==> config.mk <==
export PLATFORM = sky130hd
export DESIGN_NAME = decimal_digit_mark_extractor
export DESIGN_NICKNAME = d
export VERILOG_FILES = /design/src/hdl/dmx_pkg.sv /design/src/hdl/decimal_digit_mark_extractor.sv /design/src/hdl/dmx_lane.sv /design/src/hdl/dmx_merge.sv
export SDC_FILE = /design/constraint.sdc
export NUM_CORES = 1
export LEC_CHECK = 0
export BUFFER_PORTS_ARGS = -buffer_cell sky130_fd_sc_hd__buf_2
export CAP_MARGIN = 0
export CORE_MARGIN = 1.5
export CORE_UTILIZATION = 50
export DETAILED_ROUTE_END_ITERATION = 16
export PLACE_DENSITY = 0.72
export SYNTH_ARGS = -nofsm -noshare
export SYNTH_HDL_FRONTEND = slang
export SYNTH_SLANG_ARGS = --single-unit
==> constraint.sdc <==
create_clock -name clk -period 10.1 [get_ports clk]
set_input_delay 2.02 -clock clk [delete_from_list [all_inputs] [get_ports clk]]
set_output_delay 2.02 -clock clk [all_outputs]
set_load 0.005 [all_outputs]
==> src/hdl/dmx_pkg.sv <==
`timescale 1ns / 1ps
`default_nettype none
// ----------------------------------------------------------------------------
// dmx_pkg
// Shared types, codes and helper functions of the decimal digit mark extractor.
// ----------------------------------------------------------------------------
package dmx_pkg;

  // Event codes on the result channel
  localparam logic [1:0] EV_BYTE      = 2'd0;
  localparam logic [1:0] EV_DISCARD   = 2'd1;
  localparam logic [1:0] EV_FOUND     = 2'd2;
  localparam logic [1:0] EV_NOT_FOUND = 2'd3;

  // Configuration register indexes
  localparam logic REG_MARK_KIND    = 1'b0;
  localparam logic REG_PIXEL_FORMAT = 1'b1;

  // Mark kinds
  localparam logic MARK_TEXT  = 1'b0;
  localparam logic MARK_IMAGE = 1'b1;

  // Source of one lane's channel byte when the pixel is RGB565
  localparam logic [1:0] FLD_ALPHA = 2'd0;
  localparam logic [1:0] FLD_FIVE  = 2'd1;
  localparam logic [1:0] FLD_SIX   = 2'd2;

  localparam int unsigned NumLanes  = 4;
  localparam int unsigned MaxEvents = 3;
  localparam int unsigned MarkLen   = 4;

  // c*255/31 and c*255/63 as a multiply by a scaled reciprocal, then >> 20
  localparam int unsigned ExpandShift = 20;
  localparam logic [28:0] Expand5Mul  = 29'd8625630;  // 255 * ceil(2^20/31)
  localparam logic [28:0] Expand6Mul  = 29'd4244475;  // 255 * ceil(2^20/63)
  localparam logic [7:0]  AlphaOpaque = 8'hff;

  // x/10 for x < 256 as (x*205) >> 11
  localparam int unsigned Div10Shift = 11;
  localparam logic [15:0] Div10Mul   = 16'd205;

  // First digit of each mark; marks alternate between base and base+1
  localparam logic [3:0] StartBaseText  = 4'd2;
  localparam logic [3:0] StartBaseImage = 4'd1;
  localparam logic [3:0] EndBaseText    = 4'd4;
  localparam logic [3:0] EndBaseImage   = 4'd3;

  typedef struct packed {
    logic [2:0] start_cnt;
    logic       collecting;
    logic [2:0] end_cnt;
    logic [7:0] pbyte;
    logic [2:0] bit_cnt;
    logic       found;
  } dmx_state_t;

  typedef struct packed {
    dmx_state_t st;
    logic       ev_valid;
    logic [1:0] ev_kind;
    logic [7:0] ev_data;
    logic       brk;
  } dmx_step_t;

  // Events produced by one pixel, in order
  typedef struct packed {
    logic [1:0]            ev_count;
    logic [2:0][1:0]       ev_kind;
    logic [2:0][7:0]       ev_data;
  } dmx_bundle_t;

  function automatic logic [3:0] start_digit(input logic kind, input logic [1:0] idx);
    logic [3:0] base;
    base = (kind == MARK_IMAGE) ? StartBaseImage : StartBaseText;
    return base + {3'd0, idx[0]};
  endfunction

  function automatic logic [3:0] end_digit(input logic kind, input logic [1:0] idx);
    logic [3:0] base;
    base = (kind == MARK_IMAGE) ? EndBaseImage : EndBaseText;
    return base + {3'd0, idx[0]};
  endfunction

  // One digit through the hunt / collect state machine
  function automatic dmx_step_t digit_step(input dmx_state_t s, input logic [3:0] d,
                                           input logic kind);
    dmx_step_t  r;
    logic [7:0] shifted;
    r.st       = s;
    r.ev_valid = 1'b0;
    r.ev_kind  = EV_BYTE;
    r.ev_data  = 8'd0;
    r.brk      = 1'b0;
    shifted    = {s.pbyte[6:0], d[0]};
    if (!s.collecting) begin
      if (s.start_cnt < 3'(MarkLen) && d == start_digit(kind, s.start_cnt[1:0])) begin
        r.st.start_cnt = s.start_cnt + 3'd1;
      end else begin
        r.st.start_cnt = (d == start_digit(kind, 2'd0)) ? 3'd1 : 3'd0;
      end
      if (r.st.start_cnt == 3'(MarkLen)) begin
        r.st.collecting = 1'b1;
        r.st.end_cnt    = 3'd0;
      end
    end else if (s.end_cnt < 3'(MarkLen) && d == end_digit(kind, s.end_cnt[1:0])) begin
      r.st.end_cnt = s.end_cnt + 3'd1;
      if (r.st.end_cnt == 3'(MarkLen)) begin
        r.brk = 1'b1;
        if (s.bit_cnt == 3'd0) begin
          r.st.found = 1'b1;
          r.ev_valid = 1'b1;
          r.ev_kind  = EV_FOUND;
        end
      end
    end else if (s.end_cnt != 3'd0 || d > 4'd1) begin
      r.st.collecting = 1'b0;
      r.st.start_cnt  = (d == start_digit(kind, 2'd0)) ? 3'd1 : 3'd0;
      r.st.end_cnt    = 3'd0;
      r.st.pbyte      = 8'd0;
      r.st.bit_cnt    = 3'd0;
      r.ev_valid      = 1'b1;
      r.ev_kind       = EV_DISCARD;
    end else begin
      if (s.bit_cnt == 3'd7) begin
        r.ev_valid   = 1'b1;
        r.ev_kind    = EV_BYTE;
        r.ev_data    = shifted;
        r.st.pbyte   = 8'd0;
        r.st.bit_cnt = 3'd0;
      end else begin
        r.st.pbyte   = shifted;
        r.st.bit_cnt = s.bit_cnt + 3'd1;
      end
    end
    return r;
  endfunction

endpackage
`default_nettype wire

==> src/hdl/decimal_digit_mark_extractor.sv <==
`timescale 1ns / 1ps
`default_nettype none
// ----------------------------------------------------------------------------
// First event of a pixel: the lane byte reg loads at the accept edge, then the
// lane digit reg, then the event buffer; a stall holds a stage in between.
// Throughput: one pixel per cycle while pixels yield at most one event each and
// out_ready is high; one event goes out per ready cycle, more events stall input.
// Reset (rst, synchronous): clears the mark state, pipeline and buffer, and
// sets mark_kind and pixel_format to 0.
// ----------------------------------------------------------------------------
// decimal_digit_mark_extractor
// Hunts the last decimal digits of pixel channels for a start mark, packs the
// 0/1 digits after it into bytes and stops at the end mark.
// ----------------------------------------------------------------------------
module decimal_digit_mark_extractor (
  input  wire logic        clk,
  input  wire logic        rst,
  // configuration
  input  wire logic        cfg_wr_en,
  input  wire logic        cfg_index,
  input  wire logic        cfg_data,
  // pixel channel
  input  wire logic        in_valid,
  output logic             in_ready,
  input  wire logic [31:0] pixel_word,
  input  wire logic        last_pixel,
  // event channel
  output logic             out_valid,
  input  wire logic        out_ready,
  output logic      [1:0]  event_kind,
  output logic      [7:0]  payload_byte,
  output logic             last_event
);

  // Config registers
  logic mark_kind;
  logic pixel_format;

  always_ff @(posedge clk) begin
    if (rst) begin
      mark_kind    <= 1'b0;
      pixel_format <= 1'b0;
    end else if (cfg_wr_en) begin
      case (cfg_index)
        dmx_pkg::REG_MARK_KIND:    mark_kind    <= cfg_data;
        dmx_pkg::REG_PIXEL_FORMAT: pixel_format <= cfg_data;
        default:                   ;
      endcase
    end
  end

  // Pipeline control: stage 1 (channel bytes), stage 2 (digits), then the
  // merge step, which fires when its events fit in the output buffer.
  logic s1_valid, s2_valid;
  logic s1_last, s2_last;
  logic s1_ready, s2_ready;
  logic merge_go;
  logic buf_free, pop, pop_last;

  dmx_pkg::dmx_bundle_t bundle;
  logic [3:0][3:0]      digits;

  assign s2_ready = !s2_valid || merge_go;
  assign s1_ready = !s1_valid || s2_ready;
  // no transaction is taken while reset is held
  assign in_ready = s1_ready && !rst;

  always_ff @(posedge clk) begin
    if (rst) begin
      s1_valid <= 1'b0;
      s2_valid <= 1'b0;
    end else begin
      if (s1_ready) begin
        s1_valid <= in_valid;
      end
      if (s2_ready) begin
        s2_valid <= s1_valid;
      end
    end
  end

  always_ff @(posedge clk) begin
    if (s1_ready) begin
      s1_last <= last_pixel;
    end
    if (s2_ready) begin
      s2_last <= s1_last;
    end
  end

  // Lanes: alpha, red, green, blue in the order the digits are consumed.
  // In RGB565 mode the alpha lane reads as opaque and the color lanes widen
  // their 5- or 6-bit fields.
  dmx_lane u_lane_a (
    .clk       (clk),
    .s1_en     (s1_ready),
    .s2_en     (s2_ready),
    .use565    (pixel_format),
    .fld_kind  (dmx_pkg::FLD_ALPHA),
    .argb_byte (pixel_word[31:24]),
    .rgb_field (6'd0),
    .digit     (digits[0])
  );

  dmx_lane u_lane_r (
    .clk       (clk),
    .s1_en     (s1_ready),
    .s2_en     (s2_ready),
    .use565    (pixel_format),
    .fld_kind  (dmx_pkg::FLD_FIVE),
    .argb_byte (pixel_word[23:16]),
    .rgb_field ({1'b0, pixel_word[15:11]}),
    .digit     (digits[1])
  );

  dmx_lane u_lane_g (
    .clk       (clk),
    .s1_en     (s1_ready),
    .s2_en     (s2_ready),
    .use565    (pixel_format),
    .fld_kind  (dmx_pkg::FLD_SIX),
    .argb_byte (pixel_word[15:8]),
    .rgb_field (pixel_word[10:5]),
    .digit     (digits[2])
  );

  dmx_lane u_lane_b (
    .clk       (clk),
    .s1_en     (s1_ready),
    .s2_en     (s2_ready),
    .use565    (pixel_format),
    .fld_kind  (dmx_pkg::FLD_FIVE),
    .argb_byte (pixel_word[7:0]),
    .rgb_field ({1'b0, pixel_word[4:0]}),
    .digit     (digits[3])
  );

  // Merge: sequential mark logic over the four digits of a pixel
  dmx_merge u_merge (
    .clk       (clk),
    .rst       (rst),
    .go        (merge_go),
    .digits    (digits),
    .last      (s2_last),
    .mark_kind (mark_kind),
    .bundle    (bundle)
  );

  // Event buffer: holds one pixel's events and hands them out one per
  // transaction. A pixel with no events passes without touching it.
  logic [2:0][1:0] ob_kind;
  logic [2:0][7:0] ob_data;
  logic [1:0]      ob_count;
  logic [1:0]      ob_idx;
  logic            ob_valid;

  assign pop      = ob_valid && out_ready;
  assign pop_last = pop && (ob_idx == ob_count - 2'd1);
  assign buf_free = !ob_valid || pop_last;
  assign merge_go = s2_valid && (bundle.ev_count == 2'd0 || buf_free);

  always_ff @(posedge clk) begin
    if (rst) begin
      ob_valid <= 1'b0;
      ob_idx   <= 2'd0;
    end else if (merge_go && bundle.ev_count != 2'd0) begin
      ob_valid <= 1'b1;
      ob_idx   <= 2'd0;
    end else if (pop) begin
      if (pop_last) begin
        ob_valid <= 1'b0;
        ob_idx   <= 2'd0;
      end else begin
        ob_idx <= ob_idx + 2'd1;
      end
    end
  end

  always_ff @(posedge clk) begin
    if (merge_go && bundle.ev_count != 2'd0) begin
      ob_kind  <= bundle.ev_kind;
      ob_data  <= bundle.ev_data;
      ob_count <= bundle.ev_count;
    end
  end

  assign out_valid    = ob_valid;
  assign event_kind   = ob_kind[ob_idx];
  assign payload_byte = ob_data[ob_idx];
  assign last_event   = (ob_idx == ob_count - 2'd1);

endmodule
`default_nettype wire

==> src/hdl/dmx_lane.sv <==
`timescale 1ns / 1ps
`default_nettype none
// ----------------------------------------------------------------------------
// dmx_lane
// One channel lane: widens the channel to a byte, then takes its last decimal
// digit. Two register stages.
// ----------------------------------------------------------------------------
module dmx_lane (
  input  wire logic       clk,
  input  wire logic       s1_en,
  input  wire logic       s2_en,
  input  wire logic       use565,
  input  wire logic [1:0] fld_kind,
  input  wire logic [7:0] argb_byte,
  input  wire logic [5:0] rgb_field,
  output logic      [3:0] digit
);

  logic [28:0] scaled;
  logic [7:0]  chan_byte;
  logic [7:0]  chan_byte_next;
  logic [15:0] quot_prod;
  logic [4:0]  quot;
  logic [7:0]  rem;

  // stage 1: channel byte
  always_comb begin
    case (fld_kind)
      dmx_pkg::FLD_FIVE: scaled = {24'd0, rgb_field[4:0]} * dmx_pkg::Expand5Mul;
      dmx_pkg::FLD_SIX:  scaled = {23'd0, rgb_field} * dmx_pkg::Expand6Mul;
      default:           scaled = '0;
    endcase
    chan_byte_next = argb_byte;
    if (use565) begin
      if (fld_kind == dmx_pkg::FLD_ALPHA) begin
        chan_byte_next = dmx_pkg::AlphaOpaque;
      end else begin
        chan_byte_next = scaled[dmx_pkg::ExpandShift +: 8];
      end
    end
  end

  always_ff @(posedge clk) begin
    if (s1_en) begin
      chan_byte <= chan_byte_next;
    end
  end

  // stage 2: byte mod 10
  always_comb begin
    quot_prod = {8'd0, chan_byte} * dmx_pkg::Div10Mul;
    quot      = quot_prod[dmx_pkg::Div10Shift +: 5];
    rem       = chan_byte - ({quot, 3'b000} + {2'b00, quot, 1'b0});
  end

  always_ff @(posedge clk) begin
    if (s2_en) begin
      digit <= rem[3:0];
    end
  end

endmodule
`default_nettype wire

==> src/hdl/dmx_merge.sv <==
`timescale 1ns / 1ps
`default_nettype none
// ----------------------------------------------------------------------------
// dmx_merge
// Runs the four lane digits of one pixel through the mark state machine in
// channel order and gathers the resulting events.
// ----------------------------------------------------------------------------
module dmx_merge (
  input  wire logic                 clk,
  input  wire logic                 rst,
  input  wire logic                 go,
  input  wire logic [3:0][3:0]      digits,
  input  wire logic                 last,
  input  wire logic                 mark_kind,
  output dmx_pkg::dmx_bundle_t      bundle
);

  dmx_pkg::dmx_state_t state;
  dmx_pkg::dmx_state_t state_next;
  dmx_pkg::dmx_step_t  res;
  logic                active;
  logic [1:0]          nev;

  always_comb begin
    state_next = state;
    bundle     = '0;
    nev        = 2'd0;
    active     = !state.found;
    res        = '0;
    for (int i = 0; i < dmx_pkg::NumLanes; i++) begin
      if (active) begin
        res        = dmx_pkg::digit_step(state_next, digits[i], mark_kind);
        state_next = res.st;
        if (res.ev_valid && nev < 2'(dmx_pkg::MaxEvents)) begin
          bundle.ev_kind[nev] = res.ev_kind;
          bundle.ev_data[nev] = res.ev_data;
          nev                 = nev + 2'd1;
        end
        if (res.brk) begin
          active = 1'b0;
        end
      end
    end
    // end of image without a mark (not raised for a pixel seen after a find)
    if (last && !state_next.found && nev < 2'(dmx_pkg::MaxEvents)) begin
      bundle.ev_kind[nev] = dmx_pkg::EV_NOT_FOUND;
      bundle.ev_data[nev] = 8'd0;
      nev                 = nev + 2'd1;
    end
    bundle.ev_count = nev;
    if (last) begin
      state_next = '0;
    end
  end

  always_ff @(posedge clk) begin
    if (rst) begin
      state <= '0;
    end else if (go) begin
      state <= state_next;
    end
  end

endmodule
`default_nettype wire
==> summary.txt <==
Logic synthesis
  • Synth Instances: 1790
  • Synth Warn #: 0
  • Post-synth EDFFs: 82
  • Ys async rst share: 0%
  • Top-area cell type share of the netlist area: 24.4%
  • Post-Syn Nets: 2233
  • Top cells by area, synth: ha_1 24%, edfxtp_1 15%, fa_1 12%, inv_1 7.1%, xnor2_1 3.7%
  • Top_reg_cell synth: edfxtp_1
  • Post-synthesis cell area: 15900 sq um
  • Commonest cells in the netlist: 310 x ha_1, 301 x inv_1, 143 x nor2_1, 97 x nand2_1, 93 x fa_1
  • Area leader, netlist: ha_1
  • Syn Area/Cell: 8.88 sq um
  • Count leader, synth: ha_1
  • Synth Register Bits: 107
  • Post-synthesis sequential area ratio: 18.6%
  • Yosys cell types: 92

Place
  • Placer congestion estimate: 0.953
  • Dpl cells: 2233
  • HPWL Detailed: 29.3 mm
  • Post-Place Worst Slack: -96.2 ps
  • I/O Buffers: 52

Min path
  • Hold/Removal Path Class: flip-flop to flip-flop

Pwr
  • Pwr Total: 2.60 mW
  • Leakage power figure: 8.71 nW
  • Peak VDD IR: 0.0913 mV
  • Power Density: 148 nW/um^2

Cells and area
  • Register Area: 2970 sq um
  • # diodes: 0
  • Final net count: 2314
  • Final cell count without fillers: 2278
  • Fill count: 2752
  • Area Growth Syn to Fin: 10.7%
  • Layout cells sized above 1: 12.3%
  • Area of the multi-input gates: 11900 sq um
  • Fin util: 56.0%

Worst setup path
  • Critical path's most frequent cell: buf_4
  • Worst EP required: 8080 ps
  • CP endpoint kind: primary output
  • Crit path DAT: 8360 ps
  • Critical path class: flip-flop to primary output
  • Crit-path max FO: 5
  • Startpoint Class: flip-flop
  • Max incr delay on CP: 470 ps
  • Slowest cell on the critical path: a2111o_1

Global route
  • First-pass GRT wire length: 61.0 mm
  • Vias in the first global route: 13213
  • Largest net degree at the start of global routing: 56
  • Antenna violations before repair: 0
  • Grt ovf: 0
  • Total GRT Usage: 22.6%

Drt
  • DRC viols: 0
  • Met3 wire length: 1.37 mm
  • Post-DRT Antenna Nets: 0
  • Final WL: 36.3 mm
  • M1 wire length: 14.9 mm
  • Drt first pass iters: 5
  • Detailed Route Iter0 Violations: 689
  • Uppermost layer routed: met4
  • Avg WL per Cell: 15.9 microns
  • Met2 routed WL: 19.0 mm
  • Via density: 5.60
  • Total number of vias: 12755

Clocking
  • Hold Buf Count CTS: 0
  • Cell at the root of the clock tree: clkbuf_16
  • Clock transition at the registers of the reported paths: 80 ps
  • Worst skew pair latency: 390 ps
  • Inserted Clock Buffers: 9
  • Clk sinks: 107
  • CTS tree: built
  • Clock buffer depth: 2
  • CTS H-tree depth: 3

Floorplan
  • Die width: 181 microns
  • Starting Density: 50.6%
  • Row cnt: 65
  • Chip height: 181 microns
  • Die ar.: 32900 sq um
  • CORE AREA: 31400 sq um
  • Ports: 53

Timing
  • Final hold violations: 0
  • Max-slew headroom: 37.0%
  • Minimum clock period: 10380 ps
  • Worst Slack Setup Final: -278 ps
  • Period utilization: 103%
  • Max Freq: 96.4 MHz
  • Least-Margin Pin Slew: 943 ps
  • Final Skew: 12.7 ps
  • RSZ-0062 raised after global routing: yes
  • WHS: 494 ps
  • Final setup vio count: 1
  • Slew Viols, Final: 0

Outcome
  • Status: finished, violations left
  • Failing checks: negative setup slack

Job
  • Max_cap viols: 0
-- worst max-delay path, delay by kind of cell, from the launching register on --
kind | cells | cell delay, ps
fa+ha+maj | 4 | 690
buf+inv | 11 | 1220
flops | 1 | 340
mux | 1 | 320
simple gates | 13 | 3460
xor+xnor | 3 | 450
compound gates | 8 | 1490
-- area by class of cell --
class	instances	share of cell area, %
Inverter	303	6.47
Clock inverter	7	0.448
Timing Repair Buffer	120	4.38
Tap cell	402	2.86
Sequential cell	107	16.9
Clock buffer	9	1.28
Multi-Input combinational cell	1330	67.7
-- final timing paths --
check / from / endpoint / slack, ps / cells after the start
setup / recovery: u_merge.state[12]$_SDFFE_PP0P_ / in_ready / -280 / 40
hold / removal: s1_last$_DFFE_PP_ / s2_last$_DFFE_PP_ / 490 / 0
setup reg to reg: u_merge.state[12]$_SDFFE_PP0P_ / u_lane_a.chan_byte[2]$_SDFFCE_PP1P_ / 1020 / 40
hold reg to reg: s1_last$_DFFE_PP_ / s2_last$_DFFE_PP_ / 490 / 0
-- registers in the layout (all words and copies together), names as in the netlist --
| name | cells |
|---|---|
| u_lane_a.chan_byte | 8 |
| mark_kind | 1 |
| s1_valid | 1 |
| s1_last | 1 |
| s2_last | 1 |
| ob_data | 24 |
| ob_idx | 2 |
| u_lane_g.digit | 4 |
| u_merge.state | 18 |
| u_lane_r.chan_byte | 8 |
| u_lane_b.digit | 4 |
| u_lane_a.digit | 4 |
| u_lane_g.chan_byte | 8 |
| u_lane_b.chan_byte | 8 |
| u_lane_r.digit | 4 |
| s2_valid | 1 |
| ob_count | 2 |
| out_valid | 1 |
| pixel_format | 1 |
| ob_kind | 6 |
-- per-layer routing --
| layer | up-vias | track usage [%] |
|---|---|---|
| li1 | 6277 | - |
| met1 | 6105 | 25.7 |
| met2 | 297 | 42.3 |
| met3 | 76 | 2.76 |
| met4 | 0 | 9.77 |
| met5 | - | 0 |
-- power by group --
part | internal, mW | switching [mW] | leakage (nW)
combinational | 0.749 | 0.836 | 7.49
clock | 0.177 | 0.199 | 0.149
sequential | 0.565 | 0.0763 | 1.07
total | 1.49 | 1.11 | 8.71
-- placed cells by master (no fill, tap or decap), types with 6 or more instances in the layout --
master / n
nor2_1: 140
and2_1: 10
o31ai_1: 6
nand4_1: 16
fa_1: 93
a211o_1: 6
o22ai_1: 17
ha_4: 6
a211oi_1: 7
inv_1: 298
clkbuf_16: 9
nand3_1: 28
buf_2: 52
o21a_1: 8
nand3b_1: 6
nor2b_1: 21
or2_2: 17
o21bai_1: 8
nand2b_1: 34
ha_1: 304
a21oi_1: 82
buf_4: 68
xnor2_1: 66
a21o_1: 28
o211ai_1: 10
edfxtp_1: 82
nor4_1: 7
dfxtp_1: 22
xor2_1: 16
and3_1: 22
nor3_1: 27
o21ai_0: 61
or3_1: 11
mux2i_1: 49
nand2_1: 96
-- cells by family after synthesis --
group                    share of synthesized area [%]
AO/OA/AOI/OAI                                     13.0
XOR/XNOR                                          4.73
adder cells (fa/ha/maj)                           36.1
buffers and inverters                             8.54
flip-flops                                        18.6
multiplexers                                      3.58
AND/OR/NAND/NOR                                   15.4
-- through the flow --
step | TNS (ps) | cell area, sq um
floorplan | 0 | 16100
global placement | 0 | 16900
finish | -278 | 17600
CTS | -147 | 17400
detailed placement | -96.2 | 16900
global route | -644 | 17600
-- timing repair --
| item | 4_1_cts | 5_1_grt |
|---|---|---|
| setup endpoints to repair | 1 | 1 |
| cloned | 0 | 0 |
| gates resized for setup | 17 | 16 |
| pin swaps | 27 | 20 |
| buffers inserted | 21 | 8 |
Power figures use the tool's default switching activity.
